==> src/sv/tgr_pkg.sv <==
// Shared types, constants and register map of the gesture recognizer.
`default_nettype none
package tgr_pkg;

	localparam int TIME_W = 32;
	localparam int DIST_W = 13;
	localparam int MS_W = 16;
	localparam int JDG_W = DIST_W + 1;

	localparam logic [DIST_W-1:0] FILT_EMPTY = DIST_W'((1 << DIST_W) - 2);

	localparam int QDEPTH = 4;
	localparam int QPTR_W = $clog2(QDEPTH);

	localparam int CFG_IDX_W = 3;
	localparam int ADDR_W = CFG_IDX_W + 2;
	localparam int DATA_W = 32;

	localparam logic [CFG_IDX_W-1:0] REG_VALID_MIN = 3'd0;
	localparam logic [CFG_IDX_W-1:0] REG_VALID_MAX = 3'd1;
	localparam logic [CFG_IDX_W-1:0] REG_ENTER = 3'd2;
	localparam logic [CFG_IDX_W-1:0] REG_LEAVE = 3'd3;
	localparam logic [CFG_IDX_W-1:0] REG_WAVE_MIN = 3'd4;
	localparam logic [CFG_IDX_W-1:0] REG_WAVE_MAX = 3'd5;
	localparam logic [CFG_IDX_W-1:0] REG_HOLD = 3'd6;
	localparam logic [CFG_IDX_W-1:0] REG_DOUBLE = 3'd7;

	localparam logic [DIST_W-1:0] RST_VALID_MIN = 13'd40;
	localparam logic [DIST_W-1:0] RST_VALID_MAX = 13'd1200;
	localparam logic [DIST_W-1:0] RST_ENTER = 13'd180;
	localparam logic [DIST_W-1:0] RST_LEAVE = 13'd280;
	localparam logic [MS_W-1:0] RST_WAVE_MIN = 16'd80;
	localparam logic [MS_W-1:0] RST_WAVE_MAX = 16'd520;
	localparam logic [MS_W-1:0] RST_HOLD = 16'd750;
	localparam logic [MS_W-1:0] RST_DOUBLE = 16'd650;

	typedef enum logic [2:0] {
		EV_NONE = 3'd0,
		EV_NEAR = 3'd1,
		EV_FAR = 3'd2,
		EV_WAVE = 3'd3,
		EV_DOUBLE = 3'd4,
		EV_HOLD_START = 3'd5,
		EV_HOLDING = 3'd6,
		EV_HOLD_END = 3'd7
	} event_t;

	typedef struct packed {
		logic [DIST_W-1:0] valid_min_mm;
		logic [DIST_W-1:0] valid_max_mm;
		logic [DIST_W-1:0] enter_mm;
		logic [DIST_W-1:0] leave_mm;
		logic [MS_W-1:0] wave_min_ms;
		logic [MS_W-1:0] wave_max_ms;
		logic [MS_W-1:0] hold_ms;
		logic [MS_W-1:0] double_ms;
	} cfg_t;

	// One classified request: judged distance, filter value after it, timestamp.
	typedef struct packed {
		logic [JDG_W-1:0] judged_mm;
		logic [DIST_W-1:0] smoothed_mm;
		logic [TIME_W-1:0] now_ms;
	} item_t;

	typedef struct packed {
		logic full;
		logic empty;
	} qstat_t;

endpackage
`default_nettype wire

==> src/sv/tgr_front.sv <==
// Front end: takes samples, checks the valid window and runs the smoothing filter.
`default_nettype none
module tgr_front (
	input wire logic clk,
	input wire logic arst_n,
	input wire tgr_pkg::cfg_t cfg,
	input wire logic push,
	input wire logic q_full,
	input wire logic [tgr_pkg::DIST_W-1:0] distance_mm,
	input wire logic [tgr_pkg::TIME_W-1:0] now_ms,
	output logic q_wr,
	output tgr_pkg::item_t q_item
);

	logic [tgr_pkg::DIST_W-1:0] filt_q;
	logic [tgr_pkg::DIST_W+1:0] sum3;
	logic [tgr_pkg::DIST_W-1:0] filt_next;
	logic in_window;

	assign q_wr = push & ~q_full;
	assign in_window = (distance_mm >= cfg.valid_min_mm) && (distance_mm <= cfg.valid_max_mm);

	// Three parts old value plus one part new sample, truncated by the shift.
	assign sum3 = ({2'b00, filt_q} << 1) + {2'b00, filt_q} + {2'b00, distance_mm};

	always_comb begin
		if (!in_window) begin
			filt_next = filt_q;
		end else if (filt_q == tgr_pkg::FILT_EMPTY) begin
			filt_next = distance_mm;
		end else begin
			filt_next = sum3[tgr_pkg::DIST_W+1:2];
		end
	end

	always_comb begin
		q_item.smoothed_mm = filt_next;
		q_item.now_ms = now_ms;
		if (in_window) begin
			q_item.judged_mm = {1'b0, filt_next};
		end else begin
			q_item.judged_mm = {1'b0, cfg.valid_max_mm} + tgr_pkg::JDG_W'(1);
		end
	end

	always_ff @(posedge clk or negedge arst_n) begin
		if (!arst_n) begin
			filt_q <= tgr_pkg::FILT_EMPTY;
		end else if (q_wr) begin
			filt_q <= filt_next;
		end
	end

endmodule
`default_nettype wire

==> src/sv/tgr_fifo.sv <==
// Short queue of classified samples between the front end and the gesture machine.
`default_nettype none
module tgr_fifo (
	input wire logic clk,
	input wire logic arst_n,
	input wire logic wr,
	input wire tgr_pkg::item_t wr_item,
	input wire logic rd,
	output tgr_pkg::item_t rd_item,
	output tgr_pkg::qstat_t stat
);

	tgr_pkg::item_t store_q [tgr_pkg::QDEPTH];
	logic [tgr_pkg::QPTR_W-1:0] wr_ptr_q;
	logic [tgr_pkg::QPTR_W-1:0] rd_ptr_q;
	logic [tgr_pkg::QPTR_W:0] count_q;
	logic do_wr;
	logic do_rd;

	assign stat.full = (count_q == (tgr_pkg::QPTR_W+1)'(tgr_pkg::QDEPTH));
	assign stat.empty = (count_q == '0);
	assign do_wr = wr & ~stat.full;
	assign do_rd = rd & ~stat.empty;
	assign rd_item = store_q[rd_ptr_q];

	always_ff @(posedge clk) begin
		if (do_wr) begin
			store_q[wr_ptr_q] <= wr_item;
		end
	end

	always_ff @(posedge clk or negedge arst_n) begin
		if (!arst_n) begin
			wr_ptr_q <= '0;
			rd_ptr_q <= '0;
			count_q <= '0;
		end else begin
			if (do_wr) begin
				wr_ptr_q <= wr_ptr_q + 1'b1;
			end
			if (do_rd) begin
				rd_ptr_q <= rd_ptr_q + 1'b1;
			end
			if (do_wr && !do_rd) begin
				count_q <= count_q + 1'b1;
			end else if (do_rd && !do_wr) begin
				count_q <= count_q - 1'b1;
			end
		end
	end

endmodule
`default_nettype wire

==> src/sv/tgr_back.sv <==
// Back end: idle/near/holding gesture machine and the result register.
`default_nettype none
module tgr_back (
	input wire logic clk,
	input wire logic arst_n,
	input wire tgr_pkg::cfg_t cfg,
	input wire tgr_pkg::item_t item,
	input wire tgr_pkg::qstat_t qstat,
	output logic q_rd,
	input wire logic pop,
	output logic out_valid,
	output logic [2:0] gesture_event,
	output logic [tgr_pkg::DIST_W-1:0] smoothed_mm,
	output logic hand_near
);

	typedef enum logic [1:0] {
		PH_IDLE = 2'd0,
		PH_NEAR = 2'd1,
		PH_HOLD = 2'd2
	} phase_t;

	localparam int PAD_W = tgr_pkg::TIME_W - tgr_pkg::MS_W;

	phase_t phase_q, phase_n;
	logic [tgr_pkg::TIME_W-1:0] near_start_q, near_start_n;
	logic [tgr_pkg::TIME_W-1:0] last_wave_q, last_wave_n;
	logic hold_flag_q, hold_flag_n;
	tgr_pkg::event_t ev_q, ev_n;
	logic [tgr_pkg::DIST_W-1:0] smoothed_q;
	logic near_q;
	logic valid_q;
	logic [tgr_pkg::TIME_W-1:0] held;
	logic [tgr_pkg::TIME_W-1:0] since_wave;
	logic is_close;
	logic is_gone;
	logic in_wave;

	// A request moves on when the result register is free or is being emptied.
	assign q_rd = ~qstat.empty & (~valid_q | pop);

	assign held = item.now_ms - near_start_q;
	assign since_wave = item.now_ms - last_wave_q;
	assign is_close = item.judged_mm < {1'b0, cfg.enter_mm};
	assign is_gone = item.judged_mm > {1'b0, cfg.leave_mm};
	assign in_wave = (held >= {{PAD_W{1'b0}}, cfg.wave_min_ms})
		&& (held <= {{PAD_W{1'b0}}, cfg.wave_max_ms});

	always_comb begin
		phase_n = phase_q;
		near_start_n = near_start_q;
		last_wave_n = last_wave_q;
		hold_flag_n = hold_flag_q;
		ev_n = tgr_pkg::EV_NONE;
		case (phase_q)
			PH_IDLE: begin
				if (is_close) begin
					phase_n = PH_NEAR;
					near_start_n = item.now_ms;
					hold_flag_n = 1'b0;
					ev_n = tgr_pkg::EV_NEAR;
				end
			end
			PH_NEAR: begin
				if (is_gone) begin
					phase_n = PH_IDLE;
					if (!in_wave) begin
						ev_n = tgr_pkg::EV_FAR;
					end else if (since_wave <= {{PAD_W{1'b0}}, cfg.double_ms}) begin
						// A second wave consumes the first, so a third starts fresh.
						last_wave_n = '0;
						ev_n = tgr_pkg::EV_DOUBLE;
					end else begin
						last_wave_n = item.now_ms;
						ev_n = tgr_pkg::EV_WAVE;
					end
				end else if (held >= {{PAD_W{1'b0}}, cfg.hold_ms}) begin
					phase_n = PH_HOLD;
					hold_flag_n = 1'b1;
					ev_n = tgr_pkg::EV_HOLD_START;
				end
			end
			PH_HOLD: begin
				if (is_gone) begin
					phase_n = PH_IDLE;
					hold_flag_n = 1'b0;
					ev_n = tgr_pkg::EV_HOLD_END;
				end else if (hold_flag_q) begin
					ev_n = tgr_pkg::EV_HOLDING;
				end
			end
			default: begin
				phase_n = PH_IDLE;
			end
		endcase
	end

	always_ff @(posedge clk or negedge arst_n) begin
		if (!arst_n) begin
			phase_q <= PH_IDLE;
			near_start_q <= '0;
			last_wave_q <= '0;
			hold_flag_q <= 1'b0;
			ev_q <= tgr_pkg::EV_NONE;
			smoothed_q <= tgr_pkg::FILT_EMPTY;
			near_q <= 1'b0;
			valid_q <= 1'b0;
		end else begin
			if (q_rd) begin
				phase_q <= phase_n;
				near_start_q <= near_start_n;
				last_wave_q <= last_wave_n;
				hold_flag_q <= hold_flag_n;
				ev_q <= ev_n;
				smoothed_q <= item.smoothed_mm;
				near_q <= (phase_n == PH_NEAR) || (phase_n == PH_HOLD);
				valid_q <= 1'b1;
			end else if (pop) begin
				valid_q <= 1'b0;
			end
		end
	end

	assign out_valid = valid_q;
	assign gesture_event = ev_q;
	assign smoothed_mm = smoothed_q;
	assign hand_near = near_q;

endmodule
`default_nettype wire

==> src/sv/tof_gesture_recognizer_unit.sv <==
// Top level of the time-of-flight gesture recognizer with its register port.
//
//   Channel  Handshake           Payload
//   ------   ------------------  ------------------------------------------
//   input    push / full         distance_mm[12:0], now_ms[31:0]
//   result   pop / empty         gesture_event[2:0], smoothed_mm[12:0], hand_near
//   config   psel/penable/pwrite paddr[4:0], pwdata[31:0], prdata[31:0], pready
//
// One request is accepted per clock while full is low, and one result leaves per clock
// while pop is held and results are waiting. The edge that accepts a request writes it
// into the four-entry queue; the gesture machine then loads the result register once it
// is free or is being popped. Filter and gesture machine both register a combinational next state.
// full rises only when the queue holds four requests; the front end stalls on its own.
// Reset clears the filter to its empty mark, the machine to idle, the queue and the result register.
`default_nettype none
module tof_gesture_recognizer_unit (
	input wire logic clk,
	input wire logic arst_n,
	input wire logic psel,
	input wire logic penable,
	input wire logic pwrite,
	input wire logic [tgr_pkg::ADDR_W-1:0] paddr,
	input wire logic [tgr_pkg::DATA_W-1:0] pwdata,
	output logic [tgr_pkg::DATA_W-1:0] prdata,
	output logic pready,
	input wire logic push,
	output logic full,
	input wire logic [tgr_pkg::DIST_W-1:0] distance_mm,
	input wire logic [tgr_pkg::TIME_W-1:0] now_ms,
	output logic empty,
	input wire logic pop,
	output logic [2:0] gesture_event,
	output logic [tgr_pkg::DIST_W-1:0] smoothed_mm,
	output logic hand_near
);

	localparam int DPAD = tgr_pkg::DATA_W - tgr_pkg::DIST_W;
	localparam int MPAD = tgr_pkg::DATA_W - tgr_pkg::MS_W;

	tgr_pkg::cfg_t cfg_q;
	logic [tgr_pkg::CFG_IDX_W-1:0] reg_idx;
	logic reg_wr;

	tgr_pkg::item_t front_item;
	tgr_pkg::item_t head_item;
	tgr_pkg::qstat_t qstat;
	logic q_wr;
	logic q_rd;
	logic out_valid;

	// Register port: every access completes without wait states.
	assign pready = 1'b1;
	assign reg_idx = paddr[tgr_pkg::ADDR_W-1:2];
	assign reg_wr = psel & penable & pwrite;

	always_ff @(posedge clk or negedge arst_n) begin
		if (!arst_n) begin
			cfg_q.valid_min_mm <= tgr_pkg::RST_VALID_MIN;
			cfg_q.valid_max_mm <= tgr_pkg::RST_VALID_MAX;
			cfg_q.enter_mm <= tgr_pkg::RST_ENTER;
			cfg_q.leave_mm <= tgr_pkg::RST_LEAVE;
			cfg_q.wave_min_ms <= tgr_pkg::RST_WAVE_MIN;
			cfg_q.wave_max_ms <= tgr_pkg::RST_WAVE_MAX;
			cfg_q.hold_ms <= tgr_pkg::RST_HOLD;
			cfg_q.double_ms <= tgr_pkg::RST_DOUBLE;
		end else if (reg_wr) begin
			case (reg_idx)
				tgr_pkg::REG_VALID_MIN: cfg_q.valid_min_mm <= pwdata[tgr_pkg::DIST_W-1:0];
				tgr_pkg::REG_VALID_MAX: cfg_q.valid_max_mm <= pwdata[tgr_pkg::DIST_W-1:0];
				tgr_pkg::REG_ENTER: cfg_q.enter_mm <= pwdata[tgr_pkg::DIST_W-1:0];
				tgr_pkg::REG_LEAVE: cfg_q.leave_mm <= pwdata[tgr_pkg::DIST_W-1:0];
				tgr_pkg::REG_WAVE_MIN: cfg_q.wave_min_ms <= pwdata[tgr_pkg::MS_W-1:0];
				tgr_pkg::REG_WAVE_MAX: cfg_q.wave_max_ms <= pwdata[tgr_pkg::MS_W-1:0];
				tgr_pkg::REG_HOLD: cfg_q.hold_ms <= pwdata[tgr_pkg::MS_W-1:0];
				tgr_pkg::REG_DOUBLE: cfg_q.double_ms <= pwdata[tgr_pkg::MS_W-1:0];
				default: ;
			endcase
		end
	end

	// Reads return the stored value, zero-extended to the bus width.
	always_comb begin
		case (reg_idx)
			tgr_pkg::REG_VALID_MIN: prdata = {{DPAD{1'b0}}, cfg_q.valid_min_mm};
			tgr_pkg::REG_VALID_MAX: prdata = {{DPAD{1'b0}}, cfg_q.valid_max_mm};
			tgr_pkg::REG_ENTER: prdata = {{DPAD{1'b0}}, cfg_q.enter_mm};
			tgr_pkg::REG_LEAVE: prdata = {{DPAD{1'b0}}, cfg_q.leave_mm};
			tgr_pkg::REG_WAVE_MIN: prdata = {{MPAD{1'b0}}, cfg_q.wave_min_ms};
			tgr_pkg::REG_WAVE_MAX: prdata = {{MPAD{1'b0}}, cfg_q.wave_max_ms};
			tgr_pkg::REG_HOLD: prdata = {{MPAD{1'b0}}, cfg_q.hold_ms};
			tgr_pkg::REG_DOUBLE: prdata = {{MPAD{1'b0}}, cfg_q.double_ms};
			default: prdata = '0;
		endcase
	end

	// The front end judges each sample and updates the filter as it is accepted.
	tgr_front u_front (
		.clk(clk),
		.arst_n(arst_n),
		.cfg(cfg_q),
		.push(push),
		.q_full(qstat.full),
		.distance_mm(distance_mm),
		.now_ms(now_ms),
		.q_wr(q_wr),
		.q_item(front_item)
	);

	// The queue lets sample intake continue while results wait to be popped.
	tgr_fifo u_fifo (
		.clk(clk),
		.arst_n(arst_n),
		.wr(q_wr),
		.wr_item(front_item),
		.rd(q_rd),
		.rd_item(head_item),
		.stat(qstat)
	);

	// The back end runs the gesture machine and holds the result for the consumer.
	tgr_back u_back (
		.clk(clk),
		.arst_n(arst_n),
		.cfg(cfg_q),
		.item(head_item),
		.qstat(qstat),
		.q_rd(q_rd),
		.pop(pop),
		.out_valid(out_valid),
		.gesture_event(gesture_event),
		.smoothed_mm(smoothed_mm),
		.hand_near(hand_near)
	);

	assign full = qstat.full;
	assign empty = ~out_valid;

	// The queue can never report full and empty together.
	assert property (@(posedge clk) disable iff (!arst_n) !(qstat.full && qstat.empty))
		else $error("queue reports full and empty at once");

	// An accepted request is always in the queue at the next edge.
	assert property (@(posedge clk) disable iff (!arst_n) (push && !full) |=> !qstat.empty)
		else $error("accepted request missing from queue");

	// Near and holding events only come with the hand reported close.
	assert property (@(posedge clk) disable iff (!arst_n)
		(!empty && (gesture_event == tgr_pkg::EV_NEAR || gesture_event == tgr_pkg::EV_HOLDING
			|| gesture_event == tgr_pkg::EV_HOLD_START)) |-> hand_near)
		else $error("near-type event without hand_near");

	// Events that leave the near region always clear hand_near.
	assert property (@(posedge clk) disable iff (!arst_n)
		(!empty && (gesture_event == tgr_pkg::EV_FAR || gesture_event == tgr_pkg::EV_WAVE
			|| gesture_event == tgr_pkg::EV_DOUBLE || gesture_event == tgr_pkg::EV_HOLD_END))
			|-> !hand_near)
		else $error("leave event with hand_near set");

endmodule
`default_nettype wire

==> config.mk <==
export PLATFORM = sky130hd
export DESIGN_NAME = tof_gesture_recognizer_unit
export DESIGN_NICKNAME = d
export VERILOG_FILES = /design/src/sv/tgr_pkg.sv /design/src/sv/tgr_front.sv /design/src/sv/tgr_fifo.sv /design/src/sv/tgr_back.sv /design/src/sv/tof_gesture_recognizer_unit.sv
export SDC_FILE = /design/constraint.sdc
export NUM_CORES = 1
export LEC_CHECK = 0
export BUFFER_PORTS_ARGS = -buffer_cell sky130_fd_sc_hd__buf_2
export CORE_MARGIN = 4
export CORE_UTILIZATION = 30
export DETAILED_ROUTE_END_ITERATION = 12
export SLEW_MARGIN = 20
export SYNTH_ARGS = -nofsm -noshare
export SYNTH_HDL_FRONTEND = slang
export SYNTH_SLANG_ARGS = --single-unit
==> constraint.sdc <==
create_clock -name clk -period 6.11 [get_ports clk]
set_input_delay 0.611 -clock clk [delete_from_list [all_inputs] [get_ports clk]]
set_output_delay 0.611 -clock clk [all_outputs]
set_load 0.02 [all_outputs]
==> impl_metrics.ini <==
[outcome]
status = complete, no violations

[synth]
syn-cell-area_mm2 = 0.0265
synth.top_cell.area_share_pct = 26.8
synth-seq-area-share_pct = 47.9
synth.area.top_cells = edfxtp_1 27%, dfrtp_1 16%, ha_1 9.3%, mux4_2 5.7%, dfstp_2 5.2%
synth_edf_count = 236
ys_ff_latch = 457
synth_area_leader_cell = edfxtp_1
yosys_warnings = 0
synth_async_sr_flop_share_pct = 48.4
synth_flop_cell = edfxtp_1
synth_cell_types = 83
syn_area_per_cell_um2 = 10.8
netlist_instances = 2451

[power_and_ir_drop]
clkPwrFrac_pct = 16.1
ir_drop_uv = 250
p_seq_share_pct = 26.9
total_power_mw = 17.5
comb_power_share_pct = 57.0
cellPowerDensity_mw_per_mm2 = 586
leakagePower_nw = 12.5
p_int_mw = 9.85
switchingPower_mw = 7.65
switching_share_pct = 43.7

[layout]
final_cell_area_mm2 = 0.0299
syn_to_final_growth_pct = 12.8
drive_gt1_share_pct = 16.5
final_core_util_pct = 34.3
layout_common_cells = 270 x nand2_1, 236 x edfxtp_1, 213 x inv_1, 212 x o21ai_0, 197 x ha_1
layout_commonest_cell = nand2_1
num-nets-final = 2831

[timing]
fin_crit_sh_pct = 95.2
finClkSkew_ps = 58.0
setup_viol = 0
setup_ws_ps = 293
hold_viol_final = 0
slew_headroom_pct = 28.6
period_needed_ps = 5820
drv_slew = 0
rsz0062_at_grt = false
fmax_mhz = 172
setup_tns_ps = 0
worst_pin_slew_ps = 1070

[global_route]
grt_pass1_vias = 18300
grt_max_degree = 117
met3_usage_pct = 2.10
grt_pass1_wl_um = 107000
met1_usage_pct = 19.9
antenna_found_initial = 10
overflow = 0
grtUsageTotal_pct = 14.5
groute.layer.met2.usage_pct = 24.2
top_usage_layer = met2

[clock_network]
cts.sinks = 457
clockRootBuffer = clkbuf_16
cts_resized = 0
post_cts_buffers = 0
cts_made_buffers = 47
cts_tree = done
postCtsHoldBufs = 0
clk_pin_slew_ps = 70
cts_max_level = 2
worstSkewPairLatency_ps = 620
ctsLongestPathBuffers = 3

[setup_path]
crit_fanout = 22
cp.required_ps = 6590
r2r_setup_slack_ps = 290
criticalPathCategory = reg2reg
critical_path_arrival_ps = 6300
start_kind = register
endpoint_kind = register

[die]
die_y_um = 305
core-area_mm2 = 0.0872
die_x_um = 305
initial_core_util_pct = 30.4
row_count = 108
io_pins = 141
dieArea_mm2 = 0.0931

[drt]
drcViolationCount = 0
wirelength_um = 68600
drtPass1Iterations = 5
via_per_inst = 4.93
ant_nets = 0
routedWlPerCell_um = 18.4
via_count = 18400
drt_iter0_markers = 1082

[placement]
dp_hpwl_um = 51200
dp_worst_setup_slack_ps = 367
gp_congestion = 0.893
placed_area_mm2 = 0.0283
port_buffers = 105

[hold_path]
hold_class = in2async

[flow_run]
maxCapViolCount = 0
[per-layer routing]
metal  up-vias  part of all wire [%]
met5         -                 0.039
met3        83                   4.0
met1      8997                    47
li1       8967                     -
met4         4                   2.1
met2       330                    47
[power groups by stage]
| stage | Combinational, mW | Sequential [mW] | Clock, mW |
|---|---|---|---|
| after global placement | 9.85 | 4.74 | 0 |
| final | 9.97 | 4.70 | 2.82 |
| after CTS | 9.99 | 4.71 | 2.90 |
| after detailed placement | 9.93 | 4.77 | 0 |
| after floorplan | 7.03 | 4.69 | 0 |
| after global routing | 11.2 | 4.80 | 3.02 |
[critical path: stages (launching register included)]
cell	delay, ps
dfrtp_4	550
mux4_2	630
ha_1	400
o211a_1	220
o31a_1	120
a211oi_1	320
o21ai_0	210
a21o_1	210
a21oi_1	170
xnor2_1	370
ha_1	380
a21o_1	180
a21o_1	170
a21oi_1	140
o221ai_1	120
o31ai_1	90
o31ai_1	130
buf_4	180
or2_2	290
nor2_1	90
nand4_1	170
buf_12	210
buf_12	170
mux2i_1	130
[synth_stat cells (52+ instances only)]
cell type	count
nand2_1	270
ha_1	197
o21ai_0	212
nor2_1	124
mux4_2	67
a21oi_1	144
edfxtp_1	236
clkbuf_1	91
dfstp_2	52
inv_1	213
dfrtp_1	169
mux2i_1	54
[flip-flops by register name, indices dropped and copies added, names as in the netlist, 2 cells and up]
signal                cells
u_back.near_start_q      32
cfg_q                   116
u_fifo.count_q            3
u_fifo.store_q          236
u_back.smoothed_mm       13
u_back.gesture_event      3
u_fifo.rd_ptr_q           2
u_back.last_wave_q       32
u_front.filt_q           13
u_back.phase_q            2
u_fifo.wr_ptr_q           2
[cells by family after synthesis]
logic type      Yosys count  synth area share, %
buf+inv                 345                 5.24
other cells               2               0.0284
xor+xnor                 69                 2.28
simple gates            621                 10.9
mux                     171                 9.87
flops                   457                 47.9
compound gates          573                 13.2
fa+ha+maj               213                 10.5
[cell type report]
cell class                 instances  area, um^2
fill                            8693       57300
sequential                       457       12700
multi-input combinational       1664       12500
tap                             1155        1450
clock buffer                      65        1270
timing repair buffer             146         893
inverter                         213         800
clock inverter                    23         250
antenna                            3        7.51
[final timing paths]
check                                               to  cells after the start                    from
worst max-delay path            u_back.last_wave_q[29]                     23      u_fifo.rd_ptr_q[0]
worst min-delay path            u_back.last_wave_q[28]                      1                  arst_n
worst max register to register  u_back.last_wave_q[29]                     23      u_fifo.rd_ptr_q[0]
min in group clk                      u_back.out_valid                      2                     pop
max in group asynchronous           u_fifo.rd_ptr_q[0]                      2                  arst_n
worst min register to register  u_back.smoothed_mm[11]                      2  u_back.smoothed_mm[11]
[stage by stage]
stage / hold WS (ps) / std cells
floorplan: 315 / 2466
finish: 13.2 / 3726
CTS: 65.9 / 3723
detailed placement: 451 / 3635
global route: 80.5 / 3723
global placement: 445 / 3635
Note: power is estimated with default switching activity, not from simulation.
